$ cat src/sv/pgcg_pkg.sv
package pgcg_pkg;

  // Field widths.
  localparam int COORD_BITS     = 32;
  localparam int TAG_BITS       = 32;
  localparam int OUT_BITS       = COORD_BITS + 2;
  localparam int NUDGE_BITS     = 16;
  localparam int NUM_REGIONS    = 9;
  localparam int REGION_BITS    = 4;
  localparam int CFG_INDEX_BITS = 8;
  localparam int CFG_DATA_BITS  = COORD_BITS;

  // Configuration register indexes.
  localparam logic [CFG_INDEX_BITS-1:0] REG_UPPER_BOUND = CFG_INDEX_BITS'(0);
  localparam logic [CFG_INDEX_BITS-1:0] REG_LOWER_BOUND = CFG_INDEX_BITS'(1);
  localparam logic [CFG_INDEX_BITS-1:0] REG_NUDGE       = CFG_INDEX_BITS'(2);
  localparam logic [CFG_INDEX_BITS-1:0] REG_KEEP_ALL    = CFG_INDEX_BITS'(3);

  // Register values after reset: box of -1.0 to 1.0, nudge of about 1e-4.
  localparam logic signed [COORD_BITS-1:0] UPPER_RESET = COORD_BITS'(65536);
  localparam logic signed [COORD_BITS-1:0] LOWER_RESET = -UPPER_RESET;
  localparam logic [NUDGE_BITS-1:0]        NUDGE_RESET = NUDGE_BITS'(7);

  typedef logic signed [OUT_BITS-1:0]  out_coord_t;
  typedef logic [NUM_REGIONS-1:0]      region_mask_t;

  typedef struct packed {
    logic signed [COORD_BITS-1:0] upper_bound;
    logic signed [COORD_BITS-1:0] lower_bound;
    logic [NUDGE_BITS-1:0]        nudge;
    logic                         keep_all_mode;
  } cfg_t;

  // Direction of one term of a copy offset.
  typedef enum logic [1:0] {
    DIR_NONE,
    DIR_PLUS,
    DIR_MINUS
  } dir_t;

  typedef struct packed {
    dir_t dx;
    dir_t dy;
    dir_t dn;
  } region_dir_t;

  // Shift directions in x and y and the nudge sign for each region.
  // Region 0 is the original; 1 to 8 are A to H.
  function automatic region_dir_t region_dir(input logic [REGION_BITS-1:0] r);
    region_dir_t d;
    case (r)
      4'd1:    d = '{DIR_MINUS, DIR_PLUS,  DIR_MINUS};
      4'd2:    d = '{DIR_NONE,  DIR_PLUS,  DIR_PLUS};
      4'd3:    d = '{DIR_PLUS,  DIR_PLUS,  DIR_PLUS};
      4'd4:    d = '{DIR_MINUS, DIR_NONE,  DIR_MINUS};
      4'd5:    d = '{DIR_PLUS,  DIR_NONE,  DIR_PLUS};
      4'd6:    d = '{DIR_MINUS, DIR_MINUS, DIR_MINUS};
      4'd7:    d = '{DIR_NONE,  DIR_MINUS, DIR_MINUS};
      4'd8:    d = '{DIR_PLUS,  DIR_MINUS, DIR_PLUS};
      default: d = '{DIR_NONE,  DIR_NONE,  DIR_NONE};
    endcase
    return d;
  endfunction

endpackage

$ cat src/sv/pgcg_if.sv
// Particle channel.
interface pgcg_particle_if;
  logic                                     valid;
  logic                                     ready;
  logic signed [pgcg_pkg::COORD_BITS-1:0]   pos_x;
  logic signed [pgcg_pkg::COORD_BITS-1:0]   pos_y;
  logic [pgcg_pkg::TAG_BITS-1:0]            tag;

  modport source(output valid, pos_x, pos_y, tag, input ready);
  modport sink(input valid, pos_x, pos_y, tag, output ready);
endinterface

// Ghost copy channel.
interface pgcg_ghost_if;
  logic                                     valid;
  logic                                     ready;
  logic signed [pgcg_pkg::OUT_BITS-1:0]     copy_x;
  logic signed [pgcg_pkg::OUT_BITS-1:0]     copy_y;
  logic [pgcg_pkg::TAG_BITS-1:0]            copy_tag;
  logic [pgcg_pkg::REGION_BITS-1:0]         region;
  logic                                     last;

  modport source(output valid, copy_x, copy_y, copy_tag, region, last, input ready);
  modport sink(input valid, copy_x, copy_y, copy_tag, region, last, output ready);
endinterface

// Configuration write channel.
interface pgcg_cfg_if;
  logic                                     valid;
  logic                                     ready;
  logic [pgcg_pkg::CFG_INDEX_BITS-1:0]      index;
  logic [pgcg_pkg::CFG_DATA_BITS-1:0]       data;

  modport source(output valid, index, data, input ready);
  modport sink(input valid, index, data, output ready);
endinterface

$ cat src/sv/pgcg_cfg_regs.sv
module pgcg_cfg_regs (
  input  logic             clk,
  input  logic             rst,
  pgcg_cfg_if.sink         cfg,
  output pgcg_pkg::cfg_t   regs
);

  // Writes are always taken.
  assign cfg.ready = 1'b1;

  // Register file; writes to unknown indexes are dropped.
  always_ff @(posedge clk) begin
    if (rst) begin
      regs.upper_bound   <= pgcg_pkg::UPPER_RESET;
      regs.lower_bound   <= pgcg_pkg::LOWER_RESET;
      regs.nudge         <= pgcg_pkg::NUDGE_RESET;
      regs.keep_all_mode <= 1'b0;
    end else if (cfg.valid) begin
      case (cfg.index)
        pgcg_pkg::REG_UPPER_BOUND: regs.upper_bound <= cfg.data[pgcg_pkg::COORD_BITS-1:0];
        pgcg_pkg::REG_LOWER_BOUND: regs.lower_bound <= cfg.data[pgcg_pkg::COORD_BITS-1:0];
        pgcg_pkg::REG_NUDGE:       regs.nudge       <= cfg.data[pgcg_pkg::NUDGE_BITS-1:0];
        pgcg_pkg::REG_KEEP_ALL:    regs.keep_all_mode <= cfg.data[0];
        default: ;
      endcase
    end
  end

endmodule

$ cat src/sv/pgcg_copy_calc.sv
module pgcg_copy_calc (
  input  logic signed [pgcg_pkg::COORD_BITS-1:0] pos_x,
  input  logic signed [pgcg_pkg::COORD_BITS-1:0] pos_y,
  input  pgcg_pkg::cfg_t                         regs,
  output pgcg_pkg::out_coord_t                   copy_x [pgcg_pkg::NUM_REGIONS],
  output pgcg_pkg::out_coord_t                   copy_y [pgcg_pkg::NUM_REGIONS],
  output pgcg_pkg::region_mask_t                 emit
);

  localparam int EXT = pgcg_pkg::OUT_BITS - pgcg_pkg::COORD_BITS;

  // Selects +val, -val or zero for one offset term.
  function automatic pgcg_pkg::out_coord_t term(input pgcg_pkg::dir_t d,
                                                input pgcg_pkg::out_coord_t val);
    case (d)
      pgcg_pkg::DIR_PLUS:  return val;
      pgcg_pkg::DIR_MINUS: return -val;
      default:             return '0;
    endcase
  endfunction

  pgcg_pkg::out_coord_t shift;
  pgcg_pkg::out_coord_t nd;
  pgcg_pkg::out_coord_t px;
  pgcg_pkg::out_coord_t py;
  pgcg_pkg::out_coord_t lo;
  pgcg_pkg::out_coord_t hi;

  // Operands widened to the copy width; the shift is twice the upper bound.
  always_comb begin
    shift = {{(EXT-1){regs.upper_bound[pgcg_pkg::COORD_BITS-1]}}, regs.upper_bound, 1'b0};
    nd    = {{(pgcg_pkg::OUT_BITS-pgcg_pkg::NUDGE_BITS){1'b0}}, regs.nudge};
    px    = {{EXT{pos_x[pgcg_pkg::COORD_BITS-1]}}, pos_x};
    py    = {{EXT{pos_y[pgcg_pkg::COORD_BITS-1]}}, pos_y};
    lo    = {{EXT{regs.lower_bound[pgcg_pkg::COORD_BITS-1]}}, regs.lower_bound};
    hi    = {{EXT{regs.upper_bound[pgcg_pkg::COORD_BITS-1]}}, regs.upper_bound};
  end

  // All nine copies and their box tests side by side.
  always_comb begin
    pgcg_pkg::region_dir_t d;
    for (int r = 0; r < pgcg_pkg::NUM_REGIONS; r++) begin
      d = pgcg_pkg::region_dir(pgcg_pkg::REGION_BITS'(r));
      copy_x[r] = px + term(d.dx, shift) + term(d.dn, nd);
      copy_y[r] = py + term(d.dy, shift) + term(d.dn, nd);
      emit[r]   = regs.keep_all_mode |
                  ((copy_x[r] >= lo) && (copy_x[r] <= hi) &&
                   (copy_y[r] >= lo) && (copy_y[r] <= hi));
    end
  end

endmodule

$ cat src/sv/pgcg_emit.sv
module pgcg_emit (
  input  logic                           clk,
  input  logic                           rst,
  input  logic                           load_valid,
  output logic                           load_ready,
  input  pgcg_pkg::out_coord_t           load_x [pgcg_pkg::NUM_REGIONS],
  input  pgcg_pkg::out_coord_t           load_y [pgcg_pkg::NUM_REGIONS],
  input  logic [pgcg_pkg::TAG_BITS-1:0]  load_tag,
  input  pgcg_pkg::region_mask_t         load_mask,
  pgcg_ghost_if.source                   ghost
);

  // Copy set of the particle being sent out.
  logic                                  set_valid;
  pgcg_pkg::region_mask_t                set_mask;
  pgcg_pkg::out_coord_t                  set_x [pgcg_pkg::NUM_REGIONS];
  pgcg_pkg::out_coord_t                  set_y [pgcg_pkg::NUM_REGIONS];
  logic [pgcg_pkg::TAG_BITS-1:0]         set_tag;

  logic [pgcg_pkg::REGION_BITS-1:0]      sel;
  logic                                  single;
  logic                                  out_load;
  logic                                  set_done;

  // Lowest pending region goes next.
  always_comb begin
    sel = '0;
    for (int r = pgcg_pkg::NUM_REGIONS - 1; r >= 0; r--) begin
      if (set_mask[r]) begin
        sel = pgcg_pkg::REGION_BITS'(r);
      end
    end
  end

  // The copy is the last one when only one region is still pending.
  assign single     = (set_mask & (set_mask - pgcg_pkg::region_mask_t'(1))) == '0;
  assign out_load   = set_valid && (!ghost.valid || ghost.ready);
  assign set_done   = out_load && single;
  assign load_ready = !set_valid || set_done;

  // Valid flags of the copy set and the output register.
  always_ff @(posedge clk) begin
    if (rst) begin
      set_valid   <= 1'b0;
      ghost.valid <= 1'b0;
    end else begin
      if (load_valid && load_ready) begin
        set_valid <= 1'b1;
      end else if (set_done) begin
        set_valid <= 1'b0;
      end
      if (out_load) begin
        ghost.valid <= 1'b1;
      end else if (ghost.ready) begin
        ghost.valid <= 1'b0;
      end
    end
  end

  // Copy set payload and pending mask.
  always_ff @(posedge clk) begin
    if (load_valid && load_ready) begin
      set_mask <= load_mask;
      set_x    <= load_x;
      set_y    <= load_y;
      set_tag  <= load_tag;
    end else if (out_load) begin
      set_mask <= set_mask & ~(pgcg_pkg::region_mask_t'(1) << sel);
    end
  end

  // Output register.
  always_ff @(posedge clk) begin
    if (out_load) begin
      ghost.copy_x   <= set_x[sel];
      ghost.copy_y   <= set_y[sel];
      ghost.copy_tag <= set_tag;
      ghost.region   <= sel;
      ghost.last     <= single;
    end
  end

endmodule

$ cat src/sv/periodic_ghost_copy_generator.sv
// Periodic ghost copy generator. Each particle item (pos_x, pos_y, tag) yields up to nine
// ghost items, one per cycle unless the ghost channel stalls, in region order 0 to 8, with
// last set on the final one; a particle with no copy inside the box yields nothing. The
// single output register is shared by all copies: a particle holds the emitter until all
// its copies (nine in keep-all mode) are loaded, and one with no copies is dropped at once.
// A particle passes the input, copy set and output registers, and the next particle is
// taken while the current one's copies are still leaving. Configuration writes are taken
// at any time but must only be issued while the block is idle.
module periodic_ghost_copy_generator (
  input  logic              clk,
  input  logic              rst,
  pgcg_particle_if.sink     particle,
  pgcg_ghost_if.source      ghost,
  pgcg_cfg_if.sink          cfg
);

  pgcg_pkg::cfg_t                          regs;

  // Particle input register.
  logic                                    p_valid;
  logic signed [pgcg_pkg::COORD_BITS-1:0]  p_x;
  logic signed [pgcg_pkg::COORD_BITS-1:0]  p_y;
  logic [pgcg_pkg::TAG_BITS-1:0]           p_tag;

  pgcg_pkg::out_coord_t                    copy_x [pgcg_pkg::NUM_REGIONS];
  pgcg_pkg::out_coord_t                    copy_y [pgcg_pkg::NUM_REGIONS];
  pgcg_pkg::region_mask_t                  emit;
  logic                                    load_ready;
  logic                                    p_adv;

  pgcg_cfg_regs u_cfg (
    .clk  (clk),
    .rst  (rst),
    .cfg  (cfg),
    .regs (regs)
  );

  pgcg_copy_calc u_calc (
    .pos_x  (p_x),
    .pos_y  (p_y),
    .regs   (regs),
    .copy_x (copy_x),
    .copy_y (copy_y),
    .emit   (emit)
  );

  pgcg_emit u_emit (
    .clk        (clk),
    .rst        (rst),
    .load_valid (p_valid && (emit != '0)),
    .load_ready (load_ready),
    .load_x     (copy_x),
    .load_y     (copy_y),
    .load_tag   (p_tag),
    .load_mask  (emit),
    .ghost      (ghost)
  );

  // A particle with no copies is dropped at once; otherwise it waits for the emitter.
  assign p_adv          = p_valid && ((emit == '0) || load_ready);
  assign particle.ready = !p_valid || p_adv;

  always_ff @(posedge clk) begin
    if (rst) begin
      p_valid <= 1'b0;
    end else if (particle.valid && particle.ready) begin
      p_valid <= 1'b1;
    end else if (p_adv) begin
      p_valid <= 1'b0;
    end
  end

  always_ff @(posedge clk) begin
    if (particle.valid && particle.ready) begin
      p_x   <= particle.pos_x;
      p_y   <= particle.pos_y;
      p_tag <= particle.tag;
    end
  end

endmodule

$ cat src/flat_wrapper.sv
// flat-port wrapper written by rule: the top's interface ports become plain ports
module periodic_ghost_copy_generator_flat 
  (clk, rst, particle_valid, particle_pos_x, particle_pos_y, particle_tag, particle_ready, ghost_valid, ghost_copy_x, ghost_copy_y, ghost_copy_tag, ghost_region, ghost_last, ghost_ready, cfg_valid, cfg_index, cfg_data, cfg_ready);
  pgcg_particle_if particle_i ();
  pgcg_ghost_if ghost_i ();
  pgcg_cfg_if cfg_i ();
  input  logic clk;
  input  logic rst;
  input wire logic [$bits(particle_i.valid)-1:0] particle_valid;
  input wire logic [$bits(particle_i.pos_x)-1:0] particle_pos_x;
  input wire logic [$bits(particle_i.pos_y)-1:0] particle_pos_y;
  input wire logic [$bits(particle_i.tag)-1:0] particle_tag;
  output wire logic [$bits(particle_i.ready)-1:0] particle_ready;
  output wire logic [$bits(ghost_i.valid)-1:0] ghost_valid;
  output wire logic [$bits(ghost_i.copy_x)-1:0] ghost_copy_x;
  output wire logic [$bits(ghost_i.copy_y)-1:0] ghost_copy_y;
  output wire logic [$bits(ghost_i.copy_tag)-1:0] ghost_copy_tag;
  output wire logic [$bits(ghost_i.region)-1:0] ghost_region;
  output wire logic [$bits(ghost_i.last)-1:0] ghost_last;
  input wire logic [$bits(ghost_i.ready)-1:0] ghost_ready;
  input wire logic [$bits(cfg_i.valid)-1:0] cfg_valid;
  input wire logic [$bits(cfg_i.index)-1:0] cfg_index;
  input wire logic [$bits(cfg_i.data)-1:0] cfg_data;
  output wire logic [$bits(cfg_i.ready)-1:0] cfg_ready;
  assign particle_i.valid = particle_valid;
  assign particle_i.pos_x = particle_pos_x;
  assign particle_i.pos_y = particle_pos_y;
  assign particle_i.tag = particle_tag;
  assign particle_ready = particle_i.ready;
  assign ghost_valid = ghost_i.valid;
  assign ghost_copy_x = ghost_i.copy_x;
  assign ghost_copy_y = ghost_i.copy_y;
  assign ghost_copy_tag = ghost_i.copy_tag;
  assign ghost_region = ghost_i.region;
  assign ghost_last = ghost_i.last;
  assign ghost_i.ready = ghost_ready;
  assign cfg_i.valid = cfg_valid;
  assign cfg_i.index = cfg_index;
  assign cfg_i.data = cfg_data;
  assign cfg_ready = cfg_i.ready;
  periodic_ghost_copy_generator u_core (.clk(clk), .rst(rst), .particle(particle_i), .ghost(ghost_i), .cfg(cfg_i));
endmodule
$ cat config.mk
export PLATFORM = sky130hd
export DESIGN_NAME = periodic_ghost_copy_generator_flat
export DESIGN_NICKNAME = d
export VERILOG_FILES = /design/src/sv/pgcg_pkg.sv /design/src/sv/pgcg_if.sv /design/src/sv/pgcg_cfg_regs.sv /design/src/sv/pgcg_copy_calc.sv /design/src/sv/pgcg_emit.sv /design/src/sv/periodic_ghost_copy_generator.sv /design/src/flat_wrapper.sv
export SDC_FILE = /design/constraint.sdc
export NUM_CORES = 2
export LEC_CHECK = 0
export BUFFER_PORTS_ARGS = -buffer_cell sky130_fd_sc_hd__buf_2
export CAP_MARGIN = 20
export CELL_PAD_IN_SITES_DETAIL_PLACEMENT = 1
export CELL_PAD_IN_SITES_GLOBAL_PLACEMENT = 1
export CORE_MARGIN = 3
export CORE_UTILIZATION = 55
export CTS_BUF_LIST = sky130_fd_sc_hd__clkbuf_16
export DETAILED_ROUTE_END_ITERATION = 8
export GPL_TIMING_DRIVEN = 0
export PLACE_DENSITY = 0.94
export REMOVE_ABC_BUFFERS = 1
export SKIP_CTS_REPAIR_TIMING = 1
export SYNTH_ARGS = -nofsm -noshare
export SYNTH_HDL_FRONTEND = slang
export SYNTH_SLANG_ARGS = --single-unit
$ cat constraint.sdc
create_clock -name clk -period 42.9 [get_ports clk]
set_input_delay 4.29 -clock clk [delete_from_list [all_inputs] [get_ports clk]]
set_output_delay 4.29 -clock clk [all_outputs]
set_load 0.01 [all_outputs]
==> reports/summary.txt <==
Setup Total Neg Slack: 0 ps
clk sinks: 718
Worst VDD drop: 0.02936 mV
Synth area leader: edfxtp_1
starting density of the core: 0.5569
Post-synth ARST share: 0
CTS tree: built
synth-to-layout area growth: 10.38%
Setup Crit Path Kind: reg -> out
Clock power frac: 0.331
Port-buffer cells: 247
crit path capture type: output port
r2r setup slk: 28150 ps
FF-to-FF End: u_core.u_emit.set_y[286]
Sw Pwr: 783.4 uW
CP max FO: 15
Switching Fraction: 0.3458
clk_lat worst skew: 710 ps
startpoint types: register
Root Buffer: clkbuf_16
Max-slew headroom: 0.1408
Synth area leaders: edfxtp_1, ha_1, a21oi_1, xnor2_1, nand2_1
1st-iter DRT viols: 6955
syn avg cell area: 10.02 um2
Post-synth EDFFs: 634
count leader, synth: ha_1
Post-Place Cells: 7746
layout cells sized above 1: 0.08568
Die H: 338.9 um
mux cell area share after synthesis: 0.01468
Synth cell types: 100
Critical path origin: u_core.u_cfg.regs[4]
ANT nets after route: 0
RSZ-0062 raised after global routing: false
Die Span X: 338.9 um
Synth Area in Adders: 0.2500
complex-gate fraction of the synthesized area: 0.1836
FP Rows: 121
nets: 7686
Setup crit end: particle_ready
Worst Path Required: 38610 ps
Final Skew: 36.84 ps
post-synthesis xor/xnor area fraction: 0.05659
Hold Worst Slack: 418.7 ps
clk slew on worst S/H paths: 70 ps
Yosys warnings: 0
pwr dens: 33.68 nW/um2
residual DRC count: 0
H-tree levels: 3
Seq/Total Area, Yosys: 0.3399
Gate power share: 0.283
Hold Fails Final Rpt: 0
final wirelength: 268800 um
R2R cell count: 33
launching point of the worst reg2reg path: u_core.u_cfg.regs[4]
post-synthesis simple-gate area fraction: 0.1345
Period minus WS final: 17100 ps
gr ovfl total: 0
sequential group share of total power: 0.385
pin count of the biggest net entering global routing: 136
initial antenna violation count: 14
Static Leakage: 27.58 nW
dpl cell area: 64440 um2
Top-Level Pins: 249
delay of the slowest critical-path stage: 1050 ps
via count: 56710
largest family of logic cells by synthesized area: adder cells
main flop type after synthesis: edfxtp_1
non-filler cells, final: 7912
cell area after synthesis: 60950 um2
flops & latches, synth: 718
clk buf depth: 3
FMAX: 58.48 MHz
Syn Inst Count: 6083
post-synth top area share: 0.3123
period utilization: 0.3986
Via density: 7.167
Pint: 1.482 mW
drt pass-1 iters: 7
Placeable Area: 109500 um2
Placer Congestion: 1.073
WP data arrival: 12810 ps
gr usage total: 0.4537
Max-Cap Viols: 0
Slew Limit Fails: 0
Synth top cells by count: ha_1, edfxtp_1, a21oi_1
Worst Max-Slew Pin Slew: 1284 ps
outcome: finished, final reports clean
mean routed wirelength per cell: 33.97 um
final setup vio count: 0
slowest CP cell: o41ai_1
Num CTS Buffers: 83
Final Cell Area: 67280 um2
vias in the first global route: 59060
Hold Crit Class: reg -> reg
post-DP HPWL: 206000 um
first-pass GRT wire length: 384000 um
die area: 114900 um2
==> registers in the layout (all words and copies together) (netlist names) <==
name	count
u_core.p_x	32
u_core.u_emit.ghost.copy_tag	32
u_core.p_tag	32
u_core.u_emit.ghost.copy_y	34
u_core.u_emit.set_x	164
u_core.u_cfg.regs	81
u_core.u_emit.ghost.valid	1
u_core.u_emit.set_y	228
u_core.u_emit.set_tag	32
u_core.u_emit.ghost.region	4
u_core.u_emit.set_mask	9
u_core.u_emit.ghost.last	1
u_core.p_y	32
u_core.u_emit.ghost.copy_x	34
u_core.p_valid	1
u_core.u_emit.set_valid	1
==> through the flow <==
step | total power [mW] | setup slack [ps] | utilization
final | 2.266 | 25800 | 0.6147
after global routing | 2.336 | 25800 | 0.6146
after CTS | 2.240 | 26310 | 0.6140
after detailed placement | 1.493 | 27110 | 0.5887
after global placement | 1.469 | 17670 | 0.5814
after floorplan | 1.268 | 26180 | -
==> worst max-delay path: cells and delay by family, from the launching register on <==
kind,cells,cell delay [ps]
buffers and inverters,3,570
AO/OA/AOI/OAI,11,3730
adder cells (fa/ha/maj),3,1680
AND/OR/NAND/NOR,12,5250
XOR/XNOR,1,260
flip-flops,1,600
==> power by group through the flow <==
stage / Combinational, mW / Sequential [mW] / Clock [mW]
after floorplan: 0.380 / 0.888 / 0
after global placement: 0.566 / 0.904 / 0
after detailed placement: 0.610 / 0.883 / 0
after CTS: 0.621 / 0.870 / 0.749
after global routing: 0.686 / 0.874 / 0.776
final: 0.642 / 0.873 / 0.751
==> kinds of logic after synthesis <==
family          after synthesis
compound gates             1719
xor+xnor                    393
fa+ha+maj                  1184
buf+inv                     332
flops                       718
mux                          57
other cells                   1
simple gates               1679
==> cells in the final DEF (no fill, tap or decap), types with 25 or more instances in the layout <==
| cell | Yosys | layout |
|---|---|---|
| o211ai_1 | 36 | 36 |
| o21bai_1 | 56 | 56 |
| buf_2 | 4 | 251 |
| or3_1 | 25 | 25 |
| xnor2_1 | 299 | 299 |
| nand2_1 | 574 | 571 |
| mux4_2 | 25 | 25 |
| nor2_1 | 305 | 297 |
| a211oi_1 | 66 | 66 |
| nor2b_1 | 54 | 54 |
| nand4_1 | 178 | 178 |
| a221oi_1 | 35 | 35 |
| o21ai_0 | 259 | 258 |
| o21a_1 | 73 | 73 |
| a21oi_1 | 612 | 612 |
| a31oi_1 | 38 | 38 |
| a21o_1 | 246 | 245 |
| nand2b_1 | 72 | 72 |
| nor4_1 | 41 | 41 |
| fa_1 | 57 | 57 |
| edfxtp_1 | 634 | 634 |
| dfxtp_1 | 84 | 84 |
| nor3_1 | 93 | 91 |
| inv_1 | 228 | 234 |
| nand3_1 | 154 | 153 |
| ha_1 | 1125 | 1125 |
| and3_1 | 50 | 50 |
| a222oi_1 | 37 | 37 |
| clkbuf_16 | 0 | 85 |
| xor2_1 | 93 | 93 |
==> layout make-up <==
| cell class | instances | area, um2 |
|---|---|---|
| tap | 1476 | 1847 |
| sequential | 718 | 20720 |
| multi-input combinational | 5033 | 39070 |
| inverter | 231 | 889.6 |
| fill | 12030 | 42180 |
| antenna | 5 | 12.51 |
| timing repair buffer | 296 | 1977 |
| clock inverter | 68 | 641.9 |
| clock buffer | 85 | 2127 |
==> worst min-delay path by stage <==
stage               depth (start not counted)                               to                     start  slack, ps
detailed placement                          0        u_core.u_emit.set_tag[17]          u_core.p_tag[17]        410
global route                                0  u_core.u_emit.ghost.copy_tag[8]  u_core.u_emit.set_tag[8]        430
global placement                            0         u_core.u_emit.set_tag[2]           u_core.p_tag[2]        400
finish                                      0         u_core.u_emit.set_tag[3]           u_core.p_tag[3]        420
CTS                                         0        u_core.u_emit.set_tag[10]          u_core.p_tag[10]        420
floorplan                                   0  u_core.u_emit.ghost.copy_tag[0]  u_core.u_emit.set_tag[0]        400
==> layer usage <==
metal  vias to the layer above  part of all wire  global-route usage
met5                         -           0.00051                   0
met4                        14             0.089              0.3394
met2                      3637              0.43              0.7031
met3                      1055              0.11              0.1015
li1                      23900                 -                   -
met1                     28100              0.36              0.5534
(Power assumes the default switching activity.)
